[src/hw/rtl/mvc_pkg.sv]
`timescale 1ns / 1ps

package mvc_pkg;

  // Comparison modes held in the mode register.
  localparam logic [3:0] MODE_NONE      = 4'd0;
  localparam logic [3:0] MODE_EQ        = 4'd1;
  localparam logic [3:0] MODE_NE        = 4'd2;
  localparam logic [3:0] MODE_GT        = 4'd3;
  localparam logic [3:0] MODE_LT        = 4'd4;
  localparam logic [3:0] MODE_GE        = 4'd5;
  localparam logic [3:0] MODE_LE        = 4'd6;
  localparam logic [3:0] MODE_MOD_EQ    = 4'd7;
  localparam logic [3:0] MODE_MOD_GT    = 4'd8;
  localparam logic [3:0] MODE_MOD_LT    = 4'd9;
  localparam logic [3:0] MODE_FLOOR_EQ  = 4'd10;
  localparam logic [3:0] MODE_FLOOR_GT  = 4'd11;
  localparam logic [3:0] MODE_FLOOR_LT  = 4'd12;
  localparam logic [3:0] MODE_DIFF_GT   = 4'd13;
  localparam logic [3:0] MODE_DIFF_LT   = 4'd14;
  localparam logic [3:0] MODE_RANGE     = 4'd15;

  // Configuration register indexes.
  localparam logic [1:0] CFG_MODE  = 2'd0;
  localparam logic [1:0] CFG_REF_A = 2'd1;
  localparam logic [1:0] CFG_REF_B = 2'd2;

  // Result of the iterative divider; the quotient carries one extra bit so
  // that the most negative dividend over minus one is still exact.
  typedef struct packed {
    logic               done;
    logic signed [32:0] quotient;
    logic signed [31:0] remainder;
  } div_res_t;

endpackage

[src/hw/rtl/mvc_divider.sv]
`timescale 1ns / 1ps

module mvc_divider (
  input  logic                clk_i,
  input  logic                rst_ni,
  input  logic                start_i,
  input  logic signed [31:0]  dividend_i,
  input  logic signed [31:0]  divisor_i,
  output mvc_pkg::div_res_t   res_o
);

  localparam logic [1:0] D_IDLE = 2'd0;
  localparam logic [1:0] D_RUN  = 2'd1;
  localparam logic [1:0] D_FIX  = 2'd2;

  logic [1:0]         state_q;
  logic [4:0]         cnt_q;
  logic               done_q;
  logic [31:0]        quo_q;
  logic [31:0]        rem_q;
  logic [31:0]        den_q;
  logic               neg_quo_q;
  logic               neg_rem_q;
  logic signed [32:0] quo_res_q;
  logic signed [31:0] rem_res_q;

  logic [32:0]        shifted;
  logic [33:0]        trial;

  // One restoring step per cycle on the magnitudes.
  assign shifted = {rem_q, quo_q[31]};
  assign trial   = {1'b0, shifted} - {2'b00, den_q};

  always_ff @(posedge clk_i or negedge rst_ni) begin
    if (!rst_ni) begin
      state_q <= D_IDLE;
      cnt_q   <= 5'd0;
      done_q  <= 1'b0;
    end else begin
      done_q <= 1'b0;
      unique case (state_q)
        D_IDLE: begin
          if (start_i) begin
            state_q <= D_RUN;
            cnt_q   <= 5'd0;
          end
        end
        D_RUN: begin
          cnt_q <= cnt_q + 5'd1;
          if (cnt_q == 5'd31) begin
            state_q <= D_FIX;
          end
        end
        D_FIX: begin
          state_q <= D_IDLE;
          done_q  <= 1'b1;
        end
        default: begin
          state_q <= D_IDLE;
        end
      endcase
    end
  end

  always_ff @(posedge clk_i) begin
    unique case (state_q)
      D_IDLE: begin
        if (start_i) begin
          quo_q     <= dividend_i[31] ? (~dividend_i + 32'd1) : dividend_i;
          den_q     <= divisor_i[31] ? (~divisor_i + 32'd1) : divisor_i;
          rem_q     <= 32'd0;
          neg_quo_q <= dividend_i[31] ^ divisor_i[31];
          neg_rem_q <= dividend_i[31];
        end
      end
      D_RUN: begin
        if (!trial[33]) begin
          rem_q <= trial[31:0];
          quo_q <= {quo_q[30:0], 1'b1};
        end else begin
          rem_q <= shifted[31:0];
          quo_q <= {quo_q[30:0], 1'b0};
        end
      end
      D_FIX: begin
        // Quotient truncates toward zero, remainder takes the dividend's sign.
        quo_res_q <= neg_quo_q ? -$signed({1'b0, quo_q}) : $signed({1'b0, quo_q});
        rem_res_q <= neg_rem_q ? -$signed(rem_q) : $signed(rem_q);
      end
      default: begin
      end
    endcase
  end

  assign res_o.done      = done_q;
  assign res_o.quotient  = quo_res_q;
  assign res_o.remainder = rem_res_q;

endmodule

[src/hw/rtl/mvc_prev_store.sv]
`timescale 1ns / 1ps

module mvc_prev_store #(
  parameter int unsigned DEPTH = 16,
  localparam int unsigned AW = (DEPTH > 1) ? $clog2(DEPTH) : 1
) (
  input  logic          clk_i,
  input  logic          rst_ni,
  input  logic          rd_en_i,
  input  logic [AW-1:0] rd_addr_i,
  output logic [31:0]   rd_data_o,
  input  logic          wr_en_i,
  input  logic [AW-1:0] wr_addr_i,
  input  logic [31:0]   wr_data_i,
  output logic          clear_busy_o
);

  logic [31:0]   mem [DEPTH];
  logic [31:0]   rd_data_q;
  logic [AW-1:0] clr_cnt_q;
  logic          clr_busy_q;

  logic          mem_we;
  logic [AW-1:0] mem_waddr;
  logic [31:0]   mem_wdata;

  // After reset every entry is zeroed, one per cycle.
  always_ff @(posedge clk_i or negedge rst_ni) begin
    if (!rst_ni) begin
      clr_cnt_q  <= '0;
      clr_busy_q <= 1'b1;
    end else if (clr_busy_q) begin
      if (clr_cnt_q == AW'(DEPTH - 1)) begin
        clr_busy_q <= 1'b0;
      end else begin
        clr_cnt_q <= clr_cnt_q + AW'(1);
      end
    end
  end

  assign mem_we    = clr_busy_q | wr_en_i;
  assign mem_waddr = clr_busy_q ? clr_cnt_q : wr_addr_i;
  assign mem_wdata = clr_busy_q ? 32'd0 : wr_data_i;

  always_ff @(posedge clk_i) begin
    if (mem_we) begin
      mem[mem_waddr] <= mem_wdata;
    end
    if (rd_en_i) begin
      rd_data_q <= mem[rd_addr_i];
    end
  end

  assign rd_data_o    = rd_data_q;
  assign clear_busy_o = clr_busy_q;

endmodule

[src/hw/rtl/multimode_value_comparator.sv]
`timescale 1ns / 1ps

// Channel    Direction  Handshake                     Payload
// s_axis     in         s_axis_tvalid/s_axis_tready   tuser: channel, tdata: sample_value
// m_axis     out        m_axis_tvalid/m_axis_tready   tdata: match
// cfg        in         cfg_valid_i/cfg_ready_o       cfg_addr_i: index, cfg_data_i: value
//
// One word is worked on at a time. Remainder and quotient modes with a nonzero divisor
// pass through the 32-step radix-2 divider, its sign fix and hand-off, then the floor
// and compare states. Change modes pass through previous-value memory read, subtract,
// magnitude and compare; all other modes, and a zero divisor, go straight to compare.
// After reset the previous-value memory is zeroed entry by entry, with input held off.
// The result sits in an output register; a stalled output holds only the final compare.

module multimode_value_comparator #(
  parameter int unsigned CHANNELS = 16
) (
  input  logic        clk_i,
  input  logic        rst_ni,
  input  logic        s_axis_tvalid,
  output logic        s_axis_tready,
  input  logic [31:0] s_axis_tdata,   // [31:0] sample_value
  input  logic [3:0]  s_axis_tuser,   // [3:0] channel
  output logic        m_axis_tvalid,
  input  logic        m_axis_tready,
  output logic [7:0]  m_axis_tdata,   // [0] match, [7:1] zero
  input  logic        cfg_valid_i,
  output logic        cfg_ready_o,
  input  logic [1:0]  cfg_addr_i,
  input  logic [31:0] cfg_data_i
);

  localparam int unsigned AW = (CHANNELS > 1) ? $clog2(CHANNELS) : 1;

  localparam logic [2:0] ST_IDLE  = 3'd0;
  localparam logic [2:0] ST_DIFF  = 3'd1;
  localparam logic [2:0] ST_ABS   = 3'd2;
  localparam logic [2:0] ST_DIV   = 3'd3;
  localparam logic [2:0] ST_FLOOR = 3'd4;
  localparam logic [2:0] ST_EVAL  = 3'd5;

  logic [3:0]         mode_q;
  logic signed [31:0] ref_a_q;
  logic signed [31:0] ref_b_q;

  logic [2:0]         state_q;
  logic [2:0]         state_d;
  logic               out_valid_q;
  logic               out_match_q;

  logic signed [31:0] x_q;
  logic [AW-1:0]      ch_idx_q;
  logic               ch_ok_q;
  logic signed [32:0] diff_q;
  logic [32:0]        absd_q;
  logic signed [31:0] qf_q;

  logic               in_accept;
  logic               is_div_mode;
  logic               is_diff_mode;
  logic               clear_busy;
  logic               out_free;
  logic               match;
  logic [AW+3:0]      ch_ext;
  logic [31:0]        prev_rd;
  logic signed [31:0] prev_val;
  logic signed [33:0] qfl;
  logic               floor_adj;
  logic               div_start;
  mvc_pkg::div_res_t  div_res;

  assign cfg_ready_o = 1'b1;

  always_ff @(posedge clk_i or negedge rst_ni) begin
    if (!rst_ni) begin
      mode_q  <= mvc_pkg::MODE_NONE;
      ref_a_q <= 32'sd0;
      ref_b_q <= 32'sd0;
    end else if (cfg_valid_i) begin
      unique case (cfg_addr_i)
        mvc_pkg::CFG_MODE:  mode_q  <= cfg_data_i[3:0];
        mvc_pkg::CFG_REF_A: ref_a_q <= cfg_data_i;
        mvc_pkg::CFG_REF_B: ref_b_q <= cfg_data_i;
        default: begin
        end
      endcase
    end
  end

  assign s_axis_tready = (state_q == ST_IDLE) && !clear_busy;
  assign in_accept     = s_axis_tvalid && s_axis_tready;

  assign is_div_mode  = (mode_q >= mvc_pkg::MODE_MOD_EQ) && (mode_q <= mvc_pkg::MODE_FLOOR_LT);
  assign is_diff_mode = (mode_q == mvc_pkg::MODE_DIFF_GT) || (mode_q == mvc_pkg::MODE_DIFF_LT);
  // A zero divisor skips the divider; the compare then reports false.
  assign div_start    = in_accept && is_div_mode && (ref_a_q != 32'sd0);

  assign ch_ext = (AW + 4)'(s_axis_tuser);

  mvc_prev_store #(
    .DEPTH (CHANNELS)
  ) u_prev_store (
    .clk_i        (clk_i),
    .rst_ni       (rst_ni),
    .rd_en_i      (in_accept),
    .rd_addr_i    (ch_ext[AW-1:0]),
    .rd_data_o    (prev_rd),
    .wr_en_i      ((state_q == ST_DIFF) && ch_ok_q),
    .wr_addr_i    (ch_idx_q),
    .wr_data_i    (x_q),
    .clear_busy_o (clear_busy)
  );

  mvc_divider u_divider (
    .clk_i      (clk_i),
    .rst_ni     (rst_ni),
    .start_i    (div_start),
    .dividend_i (s_axis_tdata),
    .divisor_i  (ref_a_q),
    .res_o      (div_res)
  );

  assign out_free = !out_valid_q || m_axis_tready;

  always_comb begin
    state_d = state_q;
    unique case (state_q)
      ST_IDLE: begin
        if (in_accept) begin
          if (div_start) begin
            state_d = ST_DIV;
          end else if (is_diff_mode) begin
            state_d = ST_DIFF;
          end else begin
            state_d = ST_EVAL;
          end
        end
      end
      ST_DIFF:  state_d = ST_ABS;
      ST_ABS:   state_d = ST_EVAL;
      ST_DIV: begin
        if (div_res.done) begin
          state_d = ST_FLOOR;
        end
      end
      ST_FLOOR: state_d = ST_EVAL;
      ST_EVAL: begin
        if (out_free) begin
          state_d = ST_IDLE;
        end
      end
      default:  state_d = ST_IDLE;
    endcase
  end

  always_ff @(posedge clk_i or negedge rst_ni) begin
    if (!rst_ni) begin
      state_q     <= ST_IDLE;
      out_valid_q <= 1'b0;
    end else begin
      state_q <= state_d;
      if ((state_q == ST_EVAL) && out_free) begin
        out_valid_q <= 1'b1;
      end else if (m_axis_tready) begin
        out_valid_q <= 1'b0;
      end
    end
  end

  // An out-of-range channel reads as zero and is never written back.
  assign prev_val = ch_ok_q ? $signed(prev_rd) : 32'sd0;

  // Floored quotient: step down when the division was inexact and the signs differ.
  assign floor_adj = (div_res.remainder != 32'sd0) && (x_q[31] != ref_a_q[31]);
  assign qfl       = 34'(div_res.quotient) - (floor_adj ? 34'sd1 : 34'sd0);

  always_ff @(posedge clk_i) begin
    if (in_accept) begin
      x_q      <= s_axis_tdata;
      ch_idx_q <= ch_ext[AW-1:0];
      ch_ok_q  <= (ch_ext < (AW + 4)'(CHANNELS));
    end
    if (state_q == ST_DIFF) begin
      diff_q <= 33'(x_q) - 33'(prev_val);
    end
    if (state_q == ST_ABS) begin
      absd_q <= diff_q[32] ? (~diff_q + 33'd1) : diff_q;
    end
    if (state_q == ST_FLOOR) begin
      if (qfl > 34'sd32767) begin
        qf_q <= 32'sh7fffffff;
      end else if (qfl < -34'sd32768) begin
        qf_q <= 32'sh80000000;
      end else begin
        qf_q <= {qfl[15:0], 16'd0};
      end
    end
    if ((state_q == ST_EVAL) && out_free) begin
      out_match_q <= match;
    end
  end

  always_comb begin
    unique case (mode_q)
      mvc_pkg::MODE_NONE:     match = 1'b1;
      mvc_pkg::MODE_EQ:       match = (x_q == ref_a_q);
      mvc_pkg::MODE_NE:       match = (x_q != ref_a_q);
      mvc_pkg::MODE_GT:       match = (x_q > ref_a_q);
      mvc_pkg::MODE_LT:       match = (x_q < ref_a_q);
      mvc_pkg::MODE_GE:       match = (x_q >= ref_a_q);
      mvc_pkg::MODE_LE:       match = (x_q <= ref_a_q);
      mvc_pkg::MODE_MOD_EQ:   match = (ref_a_q != 32'sd0) && (div_res.remainder == ref_b_q);
      mvc_pkg::MODE_MOD_GT:   match = (ref_a_q != 32'sd0) && (div_res.remainder > ref_b_q);
      mvc_pkg::MODE_MOD_LT:   match = (ref_a_q != 32'sd0) && (div_res.remainder < ref_b_q);
      mvc_pkg::MODE_FLOOR_EQ: match = (ref_a_q != 32'sd0) && (qf_q == ref_b_q);
      mvc_pkg::MODE_FLOOR_GT: match = (ref_a_q != 32'sd0) && (qf_q > ref_b_q);
      mvc_pkg::MODE_FLOOR_LT: match = (ref_a_q != 32'sd0) && (qf_q < ref_b_q);
      mvc_pkg::MODE_DIFF_GT:  match = ($signed({1'b0, absd_q}) > 34'(ref_a_q));
      mvc_pkg::MODE_DIFF_LT:  match = ($signed({1'b0, absd_q}) < 34'(ref_a_q));
      default:                match = (x_q >= ref_a_q) && (x_q <= ref_b_q);
    endcase
  end

  assign m_axis_tvalid = out_valid_q;
  assign m_axis_tdata  = {7'd0, out_match_q};

endmodule

[config.mk]
export PLATFORM = sky130hd
export DESIGN_NAME = multimode_value_comparator
export DESIGN_NICKNAME = d
export VERILOG_FILES = /design/src/hw/rtl/mvc_pkg.sv /design/src/hw/rtl/mvc_divider.sv /design/src/hw/rtl/mvc_prev_store.sv /design/src/hw/rtl/multimode_value_comparator.sv
export SDC_FILE = /design/constraint.sdc
export NUM_CORES = 1
export LEC_CHECK = 0
export ABC_AREA = 1
export BUFFER_PORTS_ARGS = -buffer_cell sky130_fd_sc_hd__buf_2
export CAP_MARGIN = 20
export CORE_MARGIN = 2
export CORE_UTILIZATION = 58
export CTS_CLUSTER_SIZE = 30
export DETAILED_ROUTE_END_ITERATION = 12
export GPL_TIMING_DRIVEN = 0
export PLACE_DENSITY_LB_ADDON = 0.08
export RECOVER_POWER = 100
export SLEW_MARGIN = 20
export SYNTH_ARGS = -nofsm -noshare
export SYNTH_HDL_FRONTEND = slang
export SYNTH_HIERARCHICAL = 1
export SYNTH_SLANG_ARGS = --single-unit
[constraint.sdc]
create_clock -name clk_i -period 7.78 [get_ports clk_i]
set_input_delay 0.778 -clock clk_i [delete_from_list [all_inputs] [get_ports clk_i]]
set_output_delay 0.778 -clock clk_i [all_outputs]
set_load 0.02 [all_outputs]
==> results summary <==
The actual transition at the worst max-transition pin is 4.201 ns. The number of slew-limit violations in the final report was 343. In this run the standard cell core region covers 85280 um^2. The highest fanout seen on the critical path is 34. The share of total power consumed by net switching came out at 0.2486.

Dividing total power by cell area gives a power density of 204.5 nW/um^2. 0 antenna diodes ended up in the layout. The clock latency reported for the late side of the worst-skew pair is 0.71 ns.

The beginning of the worst hold path is m_axis_tready. The global routing stage identified its most utilized layer as met2. The detail-routed via count per cell is 5.526.

By startpoint and endpoint, the worst setup path is classified as flop to flop. The most critical setup path has its startpoint at state_q[2]. The number of port buffers came out at 77. The largest clock skew in the final design came out at 0.06477 ns.

The met3 usage came out at 0.03893. The number of antenna violations at the first check in global routing was 0. The number of design-rule violations left by the first detailed-router iteration came out at 4085. The class of the tightest hold or removal check is primary input to flop.

Synthesis produced a netlist whose cell count is 5568. The portion of synthesized cell area occupied by the leading cell type is 0.4976. The count of maximum capacitance violations is 18. The cell-internal power came out at 0.008473 W. The post-route clock period utilization came out at 0.7444. The relative contribution of the clock network to total power came out at 0.428. The clock period minus worst slack is 5.791 ns. The flow ran to the end, but the final reports show violations. The total count of hold-check failures in the final report came out at 0. The arrival time of the worst setup path came out at 6.12 ns. The first-pass iteration count of the detailed router is 6. The antenna violation net count after detailed routing came out at 0. The global routing met2 resource utilization is 0.5704. The leakage power of the design came out at 24.92 nW. The H-tree level count came out at 3.

In the final routed layout, each cell accounts on average for 20.70 um. The post-route cell area came out at 55150 um^2. The starting utilization of the core area came out at 0.5852. The number of distinct library cells after synthesis came out at 59.

The largest vdd supply drop is 188.3 uV. The total overflow reported by the global router is 0. The total number of placement rows came out at 107. The final reports fail on max-capacitance violations, max-slew violations. Counting flops and latches in the post-synthesis netlist gives 912. The multi-input gate area in the final layout is 18370 um^2.

The worst slew slack as a fraction of its limit is -1.800. The total wirelength of the detailed-routed design came out at 145400 um. Ranked by total cell area, the synthesized netlist is headed by sky130_fd_sc_hd__edfxtp_1 (50%), sky130_fd_sc_hd__nand2_1 (12%), sky130_fd_sc_hd__inv_1 (7.0%), sky130_fd_sc_hd__ha_1 (5.9%), sky130_fd_sc_hd__nand3_1 (5.6%).

The chip height came out at 297.3 um. Setup repair after global routing left no endpoint under its margin. The final number of setup-violating endpoints is 0. The critical path launch point type is a flop. The worst hold path passes through 2 cells. The HPWL after detailed placement came out at 110300 um.

Summed over all instances, the cell type with the most area after synthesis is sky130_fd_sc_hd__edfxtp_1. The root buffer cell chosen for the clock tree is sky130_fd_sc_hd__clkbuf_16. The worst endpoint required time came out at 8.11 ns. The pin count of the biggest net entering global routing is 74. For this run, the number of Yosys warnings is 6. The library cells used most frequently in the layout, excluding fill and tap cells, are sky130_fd_sc_hd__nand2_1 (1574), sky130_fd_sc_hd__inv_1 (924), sky130_fd_sc_hd__edfxtp_1 (827), sky130_fd_sc_hd__nand3_1 (564), sky130_fd_sc_hd__nor2_1 (368). The chip width came out at 297.3 um. After detailed routing, the number of remaining DRC violations is 0. Summing all flip-flop and latch instances after layout gives 26960 um^2. The switching power summed over all nets came out at 0.002803 W. The area growth from synthesis to final layout is 10.50%. The overall power after layout is 0.01128 W. The commonest non-fill, non-tap cell in the layout is sky130_fd_sc_hd__nand2_1. The CTS tree is yes.

The type of element capturing the critical path is a flop. Across every metal layer, demand over resource in global routing totals 0.3272. In this run the critical register-to-register path is launched from state_q[2]. The routability congestion estimate from global placement came out at 0.9545. Buffers inserted during clock tree synthesis total 97. For the worst flop-to-flop path, the logic depth is 11. For met1 alone, demand over resource in global routing was 0.4106. The top-level port count came out at 86. The overall via count from detail_route is 38.81k.

The register area share after synthesis came out at 0.5402. The number of buffers on the longest clock path came out at 3. The relative contribution of sequential cells to total power is 0.484.

In this run the mean area of a mapped cell was 8.963 um^2. The number of fill cells is 7208. The total die area is 88410 um^2. The via count of the first global-routing pass came to 37.17k.

The number of nets at the end of the flow is 6109. The clock-pin slew reported for the worst setup and hold paths after clock tree synthesis came out at 0.07 ns. The first global-routing pass estimated 218600 um of wire. The maximum clock rate is 172.7 MHz.

Of the cells placed in the final design, the portion with a size suffix greater than 1 is 0.05765. The relative contribution of combinational cells to total power is 0.088. In this run the cell area of the synthesized design comes to 49910 um^2.

The final-layout worst hold slack is 0.3052 ns. The placed instances occupy a cell area of 52630 um^2. The CTS sink count is 912.
[final timing paths]
kind / end / slack (ns)
max: u_divider/rem_q[29] / 1.99
min: m_axis_tvalid / 0.31
max reg2reg: u_divider/rem_q[29] / 1.99
min reg2reg: absd_q[0] / 0.48
max in group asynchronous: u_prev_store/clr_cnt_q[1] / 2.59
min in group asynchronous: ref_a_q[3] / 0.73
[layout make-up]
cell class / instances / area share
inverter: 935 / 0.06378
clock inverter: 66 / 0.01502
clock buffer: 115 / 0.04581
timing repair buffer: 125 / 0.009733
buffer: 163 / 0.01765
multi-input combinational: 3564 / 0.3331
tap: 1144 / 0.02596
sequential: 912 / 0.4889
[per-layer routing]
layer	wire length [um]	vias up
met5	0	-
met4	6822	0
met3	10470	362
met2	71530	1610
met1	56540	18260
li1	-	18580
[critical path, stage by stage, from the launching register on]
cell                         delay (ns)
sky130_fd_sc_hd__dfrtp_1           0.43
sky130_fd_sc_hd__nor3_1            0.25
sky130_fd_sc_hd__inv_1             0.18
sky130_fd_sc_hd__nor2_1            0.15
sky130_fd_sc_hd__nand2_1           0.14
sky130_fd_sc_hd__clkinvlp_2        0.61
sky130_fd_sc_hd__nand3_1           0.31
sky130_fd_sc_hd__inv_1             0.19
sky130_fd_sc_hd__nor3b_1           1.38
sky130_fd_sc_hd__nor2_1            0.36
sky130_fd_sc_hd__clkinvlp_2        1.06
sky130_fd_sc_hd__buf_12            0.31
[registers in the layout, indices dropped and copies added (netlist names), 17 cells and up]
signal / cells
u_divider/quo_q: 32
u_divider/rem_res_q: 32
u_divider/quo_res_q: 33
u_prev_store/rd_data_o: 32
diff_q: 33
x_q: 32
u_divider/den_q: 32
absd_q: 33
u_prev_store/mem: 512
ref_a_q: 32
ref_b_q: 32
qf_q: 17
u_divider/rem_q: 32
[synth_stat cells, drive strengths merged]
master   count
buf        112
nor3b        3
conb         2
a41oi        1
o22ai        1
o31ai       12
o32ai        1
a22o         2
xor2       143
a211oi       1
o211ai       9
clkinv       3
dfstp        1
nand3      566
xnor2       62
or2          7
dfrtp       84
and3         3
nor3        74
nor4        27
o21bai       2
nand2     1594
o21a         4
a21o        10
and2        11
fa           2
ha         234
nand3b       4
a21oi      141
a31oi       10
inv        932
a21boi       5
edfxtp     827
nor2       388
o21ai      192
o2111ai      1
clkbuf      51
nand4       44
a22oi        1
o41ai        1
[power by group through the flow]
| stage | combinational [W] | clock [W] | sequential (W) |
|---|---|---|---|
| after global routing | 0.00111 | 0.00505 | 0.00545 |
| after global placement | 0.000953 | 0 | 0.00555 |
| after floorplan | 0.000656 | 0 | 0.00550 |
| final | 0.000998 | 0.00483 | 0.00545 |
| after CTS | 0.000989 | 0.00487 | 0.00545 |
| after detailed placement | 0.000981 | 0 | 0.00555 |
[cells by family (layout without fill, tap and decap cells)]
| logic type | count (synthesis) | after routing | share of synthesized area |
|---|---|---|---|
| DFF | 912 | 912 | 0.5402 |
| xor gates and xnor gates | 205 | 205 | 0.03613 |
| buffers and inverters | 1098 | 1404 | 0.09093 |
| adders and majority gates | 236 | 236 | 0.05947 |
| and+or+nand+nor | 2721 | 2721 | 0.2302 |
| other | 2 | 8 | 0.0001505 |
| AOI/OAI and AO/OA | 394 | 394 | 0.04287 |
[metrics by stage]
stage / utilization / worst slack, ns / TNS (ns) / std cells
final: 0.6467 / 1.989 / 0 / 7024
after global placement: 0.6068 / -1.859 / -369.69 / 6795
after CTS: 0.6566 / 3.621 / 0 / 7024
after floorplan: - / 1.358 / 0 / 5574
after detailed placement: 0.6172 / 3.669 / 0 / 6842
after global routing: 0.6467 / 1.721 / 0 / 7024
[timing repair]
action | 4_1_cts | 5_1_grt
hold endpoints to repair | 12 | 0
buffers inserted | 0 | 0
gates resized for setup | 0 | 0
hold buffers | 1 | 0
No activity file was read; power rests on OpenSTA's default activity.
